[config.mk]
export PLATFORM = sky130hd
export DESIGN_NAME = scan_exemption_station_table_core_flat
export DESIGN_NICKNAME = d
export VERILOG_FILES = /design/src/rtl/core/sest_pkg.sv /design/src/rtl/core/sest_if.sv /design/src/rtl/core/sest_ctrl.sv /design/src/rtl/core/sest_dp.sv /design/src/rtl/core/scan_exemption_station_table_core.sv /design/src/flat_wrapper.sv
export SDC_FILE = /design/constraint.sdc
export NUM_CORES = 2
export LEC_CHECK = 0
export BUFFER_PORTS_ARGS = -buffer_cell sky130_fd_sc_hd__buf_2
export CAP_MARGIN = 0
export CORE_ASPECT_RATIO = 0.5
export CORE_MARGIN = 5
export CORE_UTILIZATION = 50
export CTS_BUF_LIST = sky130_fd_sc_hd__clkbuf_2 sky130_fd_sc_hd__clkbuf_4 sky130_fd_sc_hd__clkbuf_8
export DETAILED_ROUTE_END_ITERATION = 12
export PLACE_DENSITY = 0.76
export SYNTH_ARGS = -nofsm -noshare
export SYNTH_HDL_FRONTEND = slang
export SYNTH_HIERARCHICAL = 1
export SYNTH_SLANG_ARGS = --single-unit
[constraint.sdc]
create_clock -name clk -period 8.95 [get_ports clk]
set_input_delay 0 -clock clk [delete_from_list [all_inputs] [get_ports clk]]
set_output_delay 0 -clock clk [all_outputs]
set_load 0.005 [all_outputs]
[src/rtl/core/sest_pkg.sv]
// Shared types and constants for the scan exemption station table.
// Used by the interfaces, controller, datapath and top level.
package sest_pkg;

	localparam logic [1:0] CMD_REGISTER   = 2'd0;
	localparam logic [1:0] CMD_UNREGISTER = 2'd1;
	localparam logic [1:0] CMD_EXEMPT_REQ = 2'd2;
	localparam logic [1:0] CMD_REPORT_INT = 2'd3;

	localparam logic [2:0] ST_DONE      = 3'd0;
	localparam logic [2:0] ST_NOT_FOUND = 3'd1;
	localparam logic [2:0] ST_FULL      = 3'd2;
	localparam logic [2:0] ST_PRESENT   = 3'd3;
	localparam logic [2:0] ST_REFUSED   = 3'd4;

	typedef struct packed {
		logic [1:0]  cmd;
		logic [47:0] station_addr;
		logic        supports_coex;
		logic        start_exempt;
		logic        start_intolerant;
		logic        is_legacy;
		logic        tx_ready;
	} cmd_word_t;

	typedef struct packed {
		logic [2:0]  status;
		logic        frame_send;
		logic [47:0] frame_addr;
		logic        frame_grant;
		logic        note_incapable_joined;
		logic        note_incapable_all_gone;
		logic        intolerance_changed;
		logic        incapable_present;
		logic        ev_requested;
		logic        ev_granted;
		logic        ev_cancelled;
		logic        clear_first_scan_flag;
	} res_word_t;

	// controller -> datapath
	typedef struct packed {
		logic load;    // capture input word, clear scan results
		logic scan;    // examine current slot, advance index
		logic commit;  // apply update to table
		logic rescan;  // second walk after unregister (scanner / exempt search)
	} dp_cmd_t;

	// datapath -> controller
	typedef struct packed {
		logic scan_last;
		logic need_rescan;
	} dp_stat_t;

endpackage

[src/rtl/core/sest_if.sv]
// Valid/ready channel interface carrying one word of type T.
// Depends on sest_pkg for the word types.
interface sest_if #(parameter type T = sest_pkg::cmd_word_t) (input logic clk);
	logic valid;
	logic ready;
	T     data;
	modport source (output valid, output data, input ready);
	modport sink (input valid, input data, output ready);
endinterface

[src/rtl/core/sest_ctrl.sv]
// Controller: sequences load, slot walks, commit and result hand-off.
// Depends on sest_pkg.
module sest_ctrl (
	input  logic                clk,
	input  logic                arst_n,
	input  logic                in_valid,
	output logic                in_ready,
	output logic                out_valid,
	input  logic                out_ready,
	output sest_pkg::dp_cmd_t   cmd,
	input  sest_pkg::dp_stat_t  stat
);
	localparam logic [2:0] S_IDLE   = 3'd0;
	localparam logic [2:0] S_SCAN   = 3'd1;
	localparam logic [2:0] S_RESCAN = 3'd2;
	localparam logic [2:0] S_COMMIT = 3'd3;
	localparam logic [2:0] S_OUT    = 3'd4;

	logic [2:0] state_q, state_d;

	assign in_ready  = (state_q == S_IDLE);
	assign out_valid = (state_q == S_OUT);

	always_comb begin
		state_d = state_q;
		cmd = '0;
		case (state_q)
			S_IDLE: begin
				if (in_valid) begin
					cmd.load = 1'b1;
					state_d = S_SCAN;
				end
			end
			S_SCAN: begin
				cmd.scan = 1'b1;
				if (stat.scan_last) state_d = S_COMMIT;
			end
			S_COMMIT: begin
				if (stat.need_rescan) begin
					state_d = S_RESCAN;
				end else begin
					cmd.commit = 1'b1;
					state_d = S_OUT;
				end
			end
			S_RESCAN: begin
				cmd.rescan = 1'b1;
				if (stat.scan_last) begin
					cmd.commit = 1'b1;
					state_d = S_OUT;
				end
			end
			S_OUT: begin
				if (out_ready) state_d = S_IDLE;
			end
			default: state_d = S_IDLE;
		endcase
	end

	always_ff @(posedge clk or negedge arst_n) begin
		if (!arst_n) state_q <= S_IDLE;
		else state_q <= state_d;
	end

	a_one_side: assert property (@(posedge clk) disable iff (!arst_n)
		!(in_ready && out_valid)) else $error("accept and deliver overlap");
	a_out_hold: assert property (@(posedge clk) disable iff (!arst_n)
		out_valid && !out_ready |=> out_valid) else $error("result dropped");
	a_commit_once: assert property (@(posedge clk) disable iff (!arst_n)
		cmd.commit |=> out_valid) else $error("commit without result");
endmodule

[src/rtl/core/sest_dp.sv]
// Datapath: slot table, serial walk over slots, update and result word.
// Depends on sest_pkg.
module sest_dp #(
	parameter int SLOTS = 32
) (
	input  logic                 clk,
	input  logic                 arst_n,
	input  sest_pkg::cmd_word_t  in_word,
	input  sest_pkg::dp_cmd_t    cmd,
	output sest_pkg::dp_stat_t   stat,
	output sest_pkg::res_word_t  res
);
	localparam int IW = (SLOTS > 1) ? $clog2(SLOTS) : 1;
	localparam logic [IW-1:0] LAST = IW'(SLOTS - 1);

	logic [SLOTS-1:0] used_q, coex_q, exempt_q, intol_q, legacy_q;
	logic [47:0]      addr_mem [SLOTS];

	sest_pkg::cmd_word_t w_q;
	sest_pkg::res_word_t res_q;
	logic [IW-1:0] idx_q;
	logic [47:0]   rd_q;     // addr of slot idx_q-1 (registered read)
	logic          rd_ok_q;  // rd_q is valid for the slot before idx_q
	logic [IW-1:0] rd_idx_q;
	// first pass results
	logic          hit_q, free_q, excp_q, other_scan_q;
	logic [IW-1:0] hit_idx_q, free_idx_q;
	// second pass results
	logic          scan_rem_q, ex_q, incap_rem_q;
	logic [IW-1:0] ex_idx_q;
	logic [47:0]   ex_addr_q;
	logic          pass2_q;

	// the compare works on the registered memory read of the previous slot
	logic drain;
	assign drain = rd_ok_q;
	assign stat.scan_last   = (idx_q == LAST) && !rd_ok_q ? 1'b0 : (rd_ok_q && rd_idx_q == LAST);
	assign stat.need_rescan = (w_q.cmd == sest_pkg::CMD_UNREGISTER) && hit_q && !pass2_q;

	logic walking;
	assign walking = cmd.scan || cmd.rescan;

	// last slot of the second walk lands in the same cycle as commit
	logic last_ok, last_scan, last_ex, last_incap;
	assign last_ok    = cmd.rescan && drain && used_q[rd_idx_q] && rd_idx_q != hit_idx_q;
	assign last_scan  = last_ok && coex_q[rd_idx_q] && !exempt_q[rd_idx_q];
	assign last_ex    = last_ok && coex_q[rd_idx_q] && exempt_q[rd_idx_q];
	assign last_incap = last_ok && (intol_q[rd_idx_q] || legacy_q[rd_idx_q]);

	function automatic logic rescan_scan();
		return scan_rem_q || last_scan;
	endfunction
	function automatic logic ex_fin();
		return ex_q || last_ex;
	endfunction
	function automatic logic [IW-1:0] ex_idx_fin();
		return ex_q ? ex_idx_q : rd_idx_q;
	endfunction

	always_ff @(posedge clk) begin
		if (walking) rd_q <= addr_mem[idx_q];
	end

	always_ff @(posedge clk or negedge arst_n) begin
		if (!arst_n) begin
			used_q <= '0; coex_q <= '0; exempt_q <= '0; intol_q <= '0; legacy_q <= '0;
			idx_q <= '0; rd_ok_q <= 1'b0; rd_idx_q <= '0;
			hit_q <= 1'b0; free_q <= 1'b0; excp_q <= 1'b0; other_scan_q <= 1'b0;
			hit_idx_q <= '0; free_idx_q <= '0;
			scan_rem_q <= 1'b0; ex_q <= 1'b0; incap_rem_q <= 1'b0;
			ex_idx_q <= '0; ex_addr_q <= '0; pass2_q <= 1'b0;
		end else begin
			if (cmd.load) begin
				idx_q <= '0; rd_ok_q <= 1'b0;
				hit_q <= 1'b0; free_q <= 1'b0; excp_q <= 1'b0; other_scan_q <= 1'b0;
				scan_rem_q <= 1'b0; ex_q <= 1'b0; incap_rem_q <= 1'b0; pass2_q <= 1'b0;
			end
			if (walking) begin
				rd_ok_q  <= 1'b1;
				rd_idx_q <= idx_q;
				if (idx_q != LAST) idx_q <= idx_q + 1'b1;
			end
			if (cmd.scan && drain) begin
				if (!free_q && !used_q[rd_idx_q]) begin
					free_q <= 1'b1; free_idx_q <= rd_idx_q;
				end
				if (used_q[rd_idx_q] && rd_q == w_q.station_addr && !hit_q) begin
					hit_q <= 1'b1; hit_idx_q <= rd_idx_q;
				end
				if (used_q[rd_idx_q] && (intol_q[rd_idx_q] || legacy_q[rd_idx_q]))
					excp_q <= 1'b1;
				// non-exempt scanner other than the addressed station
				if (used_q[rd_idx_q] && coex_q[rd_idx_q] && !exempt_q[rd_idx_q]
					&& rd_q != w_q.station_addr)
					other_scan_q <= 1'b1;
				if (rd_idx_q == LAST) begin
					idx_q <= '0; rd_ok_q <= 1'b0;
				end
			end
			if (cmd.rescan) begin
				pass2_q <= 1'b1;
				if (drain && used_q[rd_idx_q] && rd_idx_q != hit_idx_q) begin
					if (coex_q[rd_idx_q] && !exempt_q[rd_idx_q]) scan_rem_q <= 1'b1;
					if (coex_q[rd_idx_q] && exempt_q[rd_idx_q] && !ex_q) begin
						ex_q <= 1'b1; ex_idx_q <= rd_idx_q; ex_addr_q <= rd_q;
					end
					if (intol_q[rd_idx_q] || legacy_q[rd_idx_q]) incap_rem_q <= 1'b1;
				end
			end
			if (cmd.commit) begin
				case (w_q.cmd)
					sest_pkg::CMD_REGISTER: begin
						if (!hit_q && free_q) begin
							used_q[free_idx_q]   <= 1'b1;
							coex_q[free_idx_q]   <= w_q.supports_coex;
							exempt_q[free_idx_q] <= w_q.start_exempt;
							intol_q[free_idx_q]  <= w_q.start_intolerant;
							legacy_q[free_idx_q] <= w_q.is_legacy;
						end
					end
					sest_pkg::CMD_UNREGISTER: begin
						if (hit_q) begin
							used_q[hit_idx_q] <= 1'b0; coex_q[hit_idx_q] <= 1'b0;
							exempt_q[hit_idx_q] <= 1'b0; intol_q[hit_idx_q] <= 1'b0;
							legacy_q[hit_idx_q] <= 1'b0;
							if (coex_q[hit_idx_q] && !rescan_scan() && ex_fin() && w_q.tx_ready)
								exempt_q[ex_idx_fin()] <= 1'b0;
						end
					end
					sest_pkg::CMD_EXEMPT_REQ: begin
						if (hit_q && other_scan_q && w_q.tx_ready) exempt_q[hit_idx_q] <= 1'b1;
					end
					sest_pkg::CMD_REPORT_INT: begin
						if (hit_q) intol_q[hit_idx_q] <= 1'b1;
					end
					default: ;
				endcase
			end
		end
	end

	always_ff @(posedge clk) begin
		if (cmd.load) w_q <= in_word;
		if (cmd.commit && w_q.cmd == sest_pkg::CMD_REGISTER && !hit_q && free_q)
			addr_mem[free_idx_q] <= w_q.station_addr;
		else if (cmd.commit && w_q.cmd == sest_pkg::CMD_UNREGISTER && hit_q)
			addr_mem[hit_idx_q] <= '0;
	end

	logic incap_rem, revoke_due;
	assign incap_rem  = incap_rem_q || last_incap;
	assign revoke_due = coex_q[hit_idx_q] && !rescan_scan() && ex_fin();

	always_ff @(posedge clk) begin
		if (cmd.commit) begin
			res_q <= '0;
			case (w_q.cmd)
				sest_pkg::CMD_REGISTER: begin
					if (hit_q) res_q.status <= sest_pkg::ST_PRESENT;
					else if (!free_q) res_q.status <= sest_pkg::ST_FULL;
					else res_q.note_incapable_joined <= w_q.is_legacy || w_q.start_intolerant;
					res_q.incapable_present <= excp_q
						|| (!hit_q && free_q && (w_q.is_legacy || w_q.start_intolerant));
				end
				sest_pkg::CMD_UNREGISTER: begin
					if (!hit_q) begin
						res_q.status <= sest_pkg::ST_NOT_FOUND;
						res_q.incapable_present <= excp_q;
					end else begin
						if (revoke_due) begin
							if (w_q.tx_ready) begin
								res_q.frame_send <= 1'b1;
								res_q.frame_addr <= ex_q ? ex_addr_q : rd_q;
								res_q.ev_cancelled <= 1'b1;
								res_q.clear_first_scan_flag <= 1'b1;
							end else res_q.status <= sest_pkg::ST_REFUSED;
						end
						res_q.note_incapable_all_gone <=
							(intol_q[hit_idx_q] || legacy_q[hit_idx_q]) && !incap_rem;
						res_q.incapable_present <= incap_rem;
					end
				end
				sest_pkg::CMD_EXEMPT_REQ: begin
					res_q.ev_requested <= 1'b1;
					res_q.incapable_present <= excp_q;
					if (!hit_q) res_q.status <= sest_pkg::ST_NOT_FOUND;
					else if (other_scan_q) begin
						if (w_q.tx_ready) begin
							res_q.frame_send <= 1'b1;
							res_q.frame_addr <= w_q.station_addr;
							res_q.frame_grant <= 1'b1;
							res_q.ev_granted <= 1'b1;
						end else res_q.status <= sest_pkg::ST_REFUSED;
					end
				end
				sest_pkg::CMD_REPORT_INT: begin
					if (!hit_q) begin
						res_q.status <= sest_pkg::ST_NOT_FOUND;
						res_q.incapable_present <= excp_q;
					end else begin
						res_q.intolerance_changed <= !intol_q[hit_idx_q];
						res_q.incapable_present <= 1'b1;
					end
				end
				default: ;
			endcase
		end
	end

	assign res = res_q;

	a_hit_used: assert property (@(posedge clk) disable iff (!arst_n)
		cmd.commit && hit_q |-> used_q[hit_idx_q]) else $error("hit on free slot");
	a_free_free: assert property (@(posedge clk) disable iff (!arst_n)
		cmd.commit && free_q |-> !used_q[free_idx_q]) else $error("free slot used");
	a_grant_addr: assert property (@(posedge clk) disable iff (!arst_n)
		cmd.commit |=> !res_q.frame_grant || res_q.frame_send) else $error("grant w/o frame");
endmodule

[src/rtl/core/scan_exemption_station_table_core.sv]
// Channel   | dir | word                  | handshake
// cmd_in    | in  | sest_pkg::cmd_word_t  | valid/ready
// res_out   | out | sest_pkg::res_word_t  | valid/ready
// One command at a time: load, a walk over all slots, a second walk over all
// slots for a found unregister, then commit, with the walks set by the single-port
// slot address store.
// Reset clears all slot flags at once; addresses of free slots are never compared.
// A stalled result holds the block; no new word is taken until it is delivered.
module scan_exemption_station_table_core #(
	parameter int SLOTS = 32
) (
	input  logic clk,
	input  logic arst_n,
	sest_if.sink   cmd_in,
	sest_if.source res_out
);
	sest_pkg::dp_cmd_t  dcmd;
	sest_pkg::dp_stat_t dstat;

	sest_ctrl u_ctrl (
		.clk(clk), .arst_n(arst_n),
		.in_valid(cmd_in.valid), .in_ready(cmd_in.ready),
		.out_valid(res_out.valid), .out_ready(res_out.ready),
		.cmd(dcmd), .stat(dstat)
	);

	sest_dp #(.SLOTS(SLOTS)) u_dp (
		.clk(clk), .arst_n(arst_n),
		.in_word(cmd_in.data), .cmd(dcmd), .stat(dstat), .res(res_out.data)
	);
endmodule

[src/flat_wrapper.sv]
// flat-port wrapper written by rule: the top's interface ports become plain ports
module scan_exemption_station_table_core_flat 
#(
	parameter int SLOTS = 32
)
  (clk, arst_n, cmd_in_valid, cmd_in_data, cmd_in_ready, res_out_valid, res_out_data, res_out_ready);
  sest_if #(.T(sest_pkg::cmd_word_t)) cmd_in_i (.clk(clk));
  sest_if #(.T(sest_pkg::res_word_t)) res_out_i (.clk(clk));
  input  logic clk;
  input  logic arst_n;
  input wire logic [$bits(cmd_in_i.valid)-1:0] cmd_in_valid;
  input wire logic [$bits(cmd_in_i.data)-1:0] cmd_in_data;
  output wire logic [$bits(cmd_in_i.ready)-1:0] cmd_in_ready;
  output wire logic [$bits(res_out_i.valid)-1:0] res_out_valid;
  output wire logic [$bits(res_out_i.data)-1:0] res_out_data;
  input wire logic [$bits(res_out_i.ready)-1:0] res_out_ready;
  assign cmd_in_i.valid = cmd_in_valid;
  assign cmd_in_i.data = cmd_in_data;
  assign cmd_in_ready = cmd_in_i.ready;
  assign res_out_valid = res_out_i.valid;
  assign res_out_data = res_out_i.data;
  assign res_out_i.ready = res_out_ready;
  scan_exemption_station_table_core #(.SLOTS(SLOTS)) u_core (.clk(clk), .arst_n(arst_n), .cmd_in(cmd_in_i), .res_out(res_out_i));
endmodule
==> flow_metrics.env <==
export IMPL_die_h_um=293
export IMPL_vdd_drop_max_mv=0.258
export IMPL_die_w_um=576
export IMPL_fp_coreArea_mm2=0.158
export IMPL_final_area_mm2=0.0898
export IMPL_p_leak_nw=29.4
export IMPL_final_common_cell="edfxtp_1"
export IMPL_timing_fmax_mhz=146
export IMPL_synthFlopType="edfxtp_1"
export IMPL_overflow=0
export IMPL_h_tree_depth=5
export IMPL_portBuffers=121
export IMPL_clock_path_buffers=4
export IMPL_fin_cells=7018
export IMPL_ys_seq_area_frac=0.714
export IMPL_setup_slack_ns=2.10
export IMPL_cts_hold_buf=117
export IMPL_drv_slew=17
export IMPL_holdCritStartpoint="cmd_in_valid"
export IMPL_crit_type="flop to flop"
export IMPL_grt_pass1_vias=46173
export IMPL_track_usage=0.256
export IMPL_grt_max_degree=148
export IMPL_grt_pass1_wl_um=317000
export IMPL_end_kind="flop"
export IMPL_tightest_slew_ns=1.50
export IMPL_vias=46500
export IMPL_outcome="finished with violations"
export IMPL_relSlewSlack=-0.00604
export IMPL_cts_tree="built"
export IMPL_cts_resized=0
export IMPL_rsz0062_at_grt="no"
export IMPL_violations="max-capacitance violations, max-slew violations"
export IMPL_cts_setup_buffers=0
export IMPL_yosys_warnings=6
export IMPL_clock_root_buffer="clkbuf_8"
export IMPL_synth_edf_count=1698
export IMPL_holdWs_ns=0.226
export IMPL_gp_congestion=0.941
export IMPL_hold_viol_final=0
export IMPL_drcViolationCount=0
export IMPL_placed_cell_area_mm2=0.0832
export IMPL_first_iter_violations=7079
export IMPL_drive_above_1_share=0.281
export IMPL_antenna_found_initial=8
export IMPL_synth_area_top_cells="edfxtp_1 64%, mux4_2 15%, dfrtp_1 7.7%"
export IMPL_dpl_cell_count=6413
export IMPL_synth_seq_cells=1943
export IMPL_ios=122
export IMPL_worstPathRequired_ns=9.54
export IMPL_r2r_start="u_core/u_dp/rd_idx_q[2]"
export IMPL_async_reset_ff_frac=0.126
export IMPL_r2r_end="u_core/u_dp/addr_mem[9][28]"
export IMPL_final_cell_mix="1698 x edfxtp_1, 519 x mux4_2, 301 x clkbuf_8"
export IMPL_dp_slack_ns=2.34
export IMPL_initial_core_util=0.505
export IMPL_fp_row_count=103
export IMPL_syn_area_per_cell_um2=18.2
export IMPL_clock_skew_ns=0.0943
export IMPL_cp_start_kind="flop"
export IMPL_power_density_mw_per_mm2=274
export IMPL_wl_per_cell_um=31.0
export IMPL_hold_depth=3
export IMPL_hold_class="input pin to flop"
export IMPL_hold_end="u_core/u_dp/w_q[8]"
export IMPL_nets=4781
export IMPL_synth_cell_types=71
export IMPL_cts_sinks=1943
export IMPL_ant_nets=0
export IMPL_path_clk_slew_ns=0.07
export IMPL_clk_latency_ns=1.01
export IMPL_r2r_slack_ns=2.10
export IMPL_die_area_mm2=0.169
export IMPL_hpwl_um=127000
export IMPL_fillers=11359
export IMPL_cap_violations=1
export IMPL_critPathMaxFanout=66
export IMPL_cts_buffers_inserted=284
export IMPL_area_growth_pct=12.3
export IMPL_synthCells=4384
export IMPL_synth_top_cell_by_area="edfxtp_1"
export IMPL_syn_num_nets=4449
export IMPL_fin_tns_setup_ns=0
export IMPL_routed_via_density=6.63
export IMPL_arrival_ns=7.44
export IMPL_period_share=0.765
export IMPL_rr_worst_depth=9
export IMPL_setup_violations=0
export IMPL_finalWorstPathRequiredPeriod_ns=6.85
export IMPL_drtPass1Iterations=7
export IMPL_synth_top_area_share=0.638
export IMPL_netlist_area_mm2=0.0800
export IMPL_routed_wl_um=218000
## how the worst max path moves through the flow
stage | start | to | slack (ns) | cells past startpoint
3_5_place_dp | u_core/u_dp/rd_idx_q[2] | u_core/u_dp/addr_mem[30][14] | 2.34 | 9
5_1_grt | u_core/u_dp/rd_idx_q[2] | u_core/u_dp/addr_mem[31][29] | 1.87 | 9
4_1_cts | u_core/u_dp/rd_idx_q[2] | u_core/u_dp/addr_mem[31][42] | 2.31 | 9
6_report | u_core/u_dp/rd_idx_q[2] | u_core/u_dp/addr_mem[9][28] | 2.10 | 9
3_3_place_gp | u_core/u_dp/rd_idx_q[2] | u_core/u_dp/addr_mem[9][22] | 2.46 | 9
2_1_floorplan | u_core/u_dp/rd_idx_q[1] | u_core/u_dp/addr_mem[16][0] | 1.10 | 13
## per-stage QoR
| stage | utilization | total power [mW] |
|---|---|---|
| 2_1_floorplan | - | 15.6 |
| 3_3_place_gp | 0.526 | 17.6 |
| 5_1_grt | 0.567 | 25.5 |
| 3_5_place_dp | 0.526 | 17.7 |
| 6_report | 0.567 | 24.6 |
| 4_1_cts | 0.567 | 24.6 |
## cell usage after synthesis (4+ instances only)
master	number
edfxtp_1	1698
mux4_2	519
nand2_1	265
dfrtp_1	245
nor2_1	229
clkbuf_1	204
o21ai_0	197
a21oi_1	160
mux2_2	119
mux2i_1	73
a31oi_1	60
and2_1	59
o22ai_1	54
a221oi_1	53
buf_1	52
xnor2_1	50
o41ai_1	39
nor3_1	34
a22oi_1	30
inv_1	21
nand4_1	21
nand3_1	16
buf_2	15
or2_2	13
a211oi_1	12
o221ai_1	12
nor2b_1	11
nand2b_1	9
nor4_1	8
o41ai_2	7
a21o_1	6
a2bb2oi_1	6
and3_1	6
ha_1	6
or3_1	6
o221a_2	5
o32ai_1	5
buf_4	4
buf_6	4
clkinv_1	4
nor3b_1	4
o211ai_1	4
## layer usage
metal | global-route usage | part of all wire | wire (um)
met5 | 0 | 0 | 0
met4 | 0.0950 | 0.038 | 8190
met3 | 0.0640 | 0.13 | 27500
met2 | 0.389 | 0.46 | 100000
met1 | 0.365 | 0.38 | 81900
## kinds of logic (layout without fill, tap and decap cells)
kind of cell	after synthesis	count (layout)	synth area share
AO/OA/AOI/OAI	670	670	0.0531
XOR/XNOR	53	53	0.00580
adder cells (fa/ha/maj)	6	6	0.000939
buffers and inverters	304	835	0.0151
flip-flops	1943	1943	0.714
multiplexers	711	711	0.172
other	0	3	0
AND/OR/NAND/NOR	697	697	0.0388
## power breakdown
part           leakage (nW)  switching [mW]  internal, mW
registers              18.2           0.660          10.4
logic                  8.29            3.54          3.00
clock network          2.85            3.31          3.62
total                  29.4            7.52          17.0
## worst max-delay path: stages, from the launching register on
cell,delay (ns)
dfrtp_1,0.98
inv_1,0.50
nor4_1,0.65
nor2_1,0.20
nor3_4,0.27
nand3_4,0.89
o21ai_0,0.60
nand2_1,0.59
nor2_4,0.96
buf_4,0.73
## cell type report
class,count,area [um^2],share of cell area
Sequential cell,1943,57100,0.636
Timing Repair Buffer,325,2520,0.0281
Tap cell,2100,2630,0.0293
Inverter,25,96.3,0.00107
Clock inverter,88,513,0.00571
Antenna cell,3,7.51,0.0000836
Multi-Input combinational cell,2137,22000,0.245
Clock buffer,397,4860,0.0542
## sequential cells by signal, summed over array words and instances, names as in the netlist, 3 cells and up
name                    flops
u_core/u_ctrl/state_q       3
u_core/u_dp/coex_q         32
u_core/u_dp/legacy_q       32
u_core/u_dp/used_q         32
u_core/u_dp/hit_idx_q       5
u_core/u_dp/ex_idx_q        5
u_core/u_dp/free_idx_q      5
u_core/u_dp/addr_mem     1536
u_core/u_dp/rd_q           48
u_core/u_dp/exempt_q       32
u_core/u_dp/rd_idx_q        5
u_core/u_dp/res            59
u_core/u_dp/idx_q           5
u_core/u_dp/intol_q        32
u_core/u_dp/ex_addr_q      48
u_core/u_dp/w_q            55
Power figures use the tool's default switching activity.
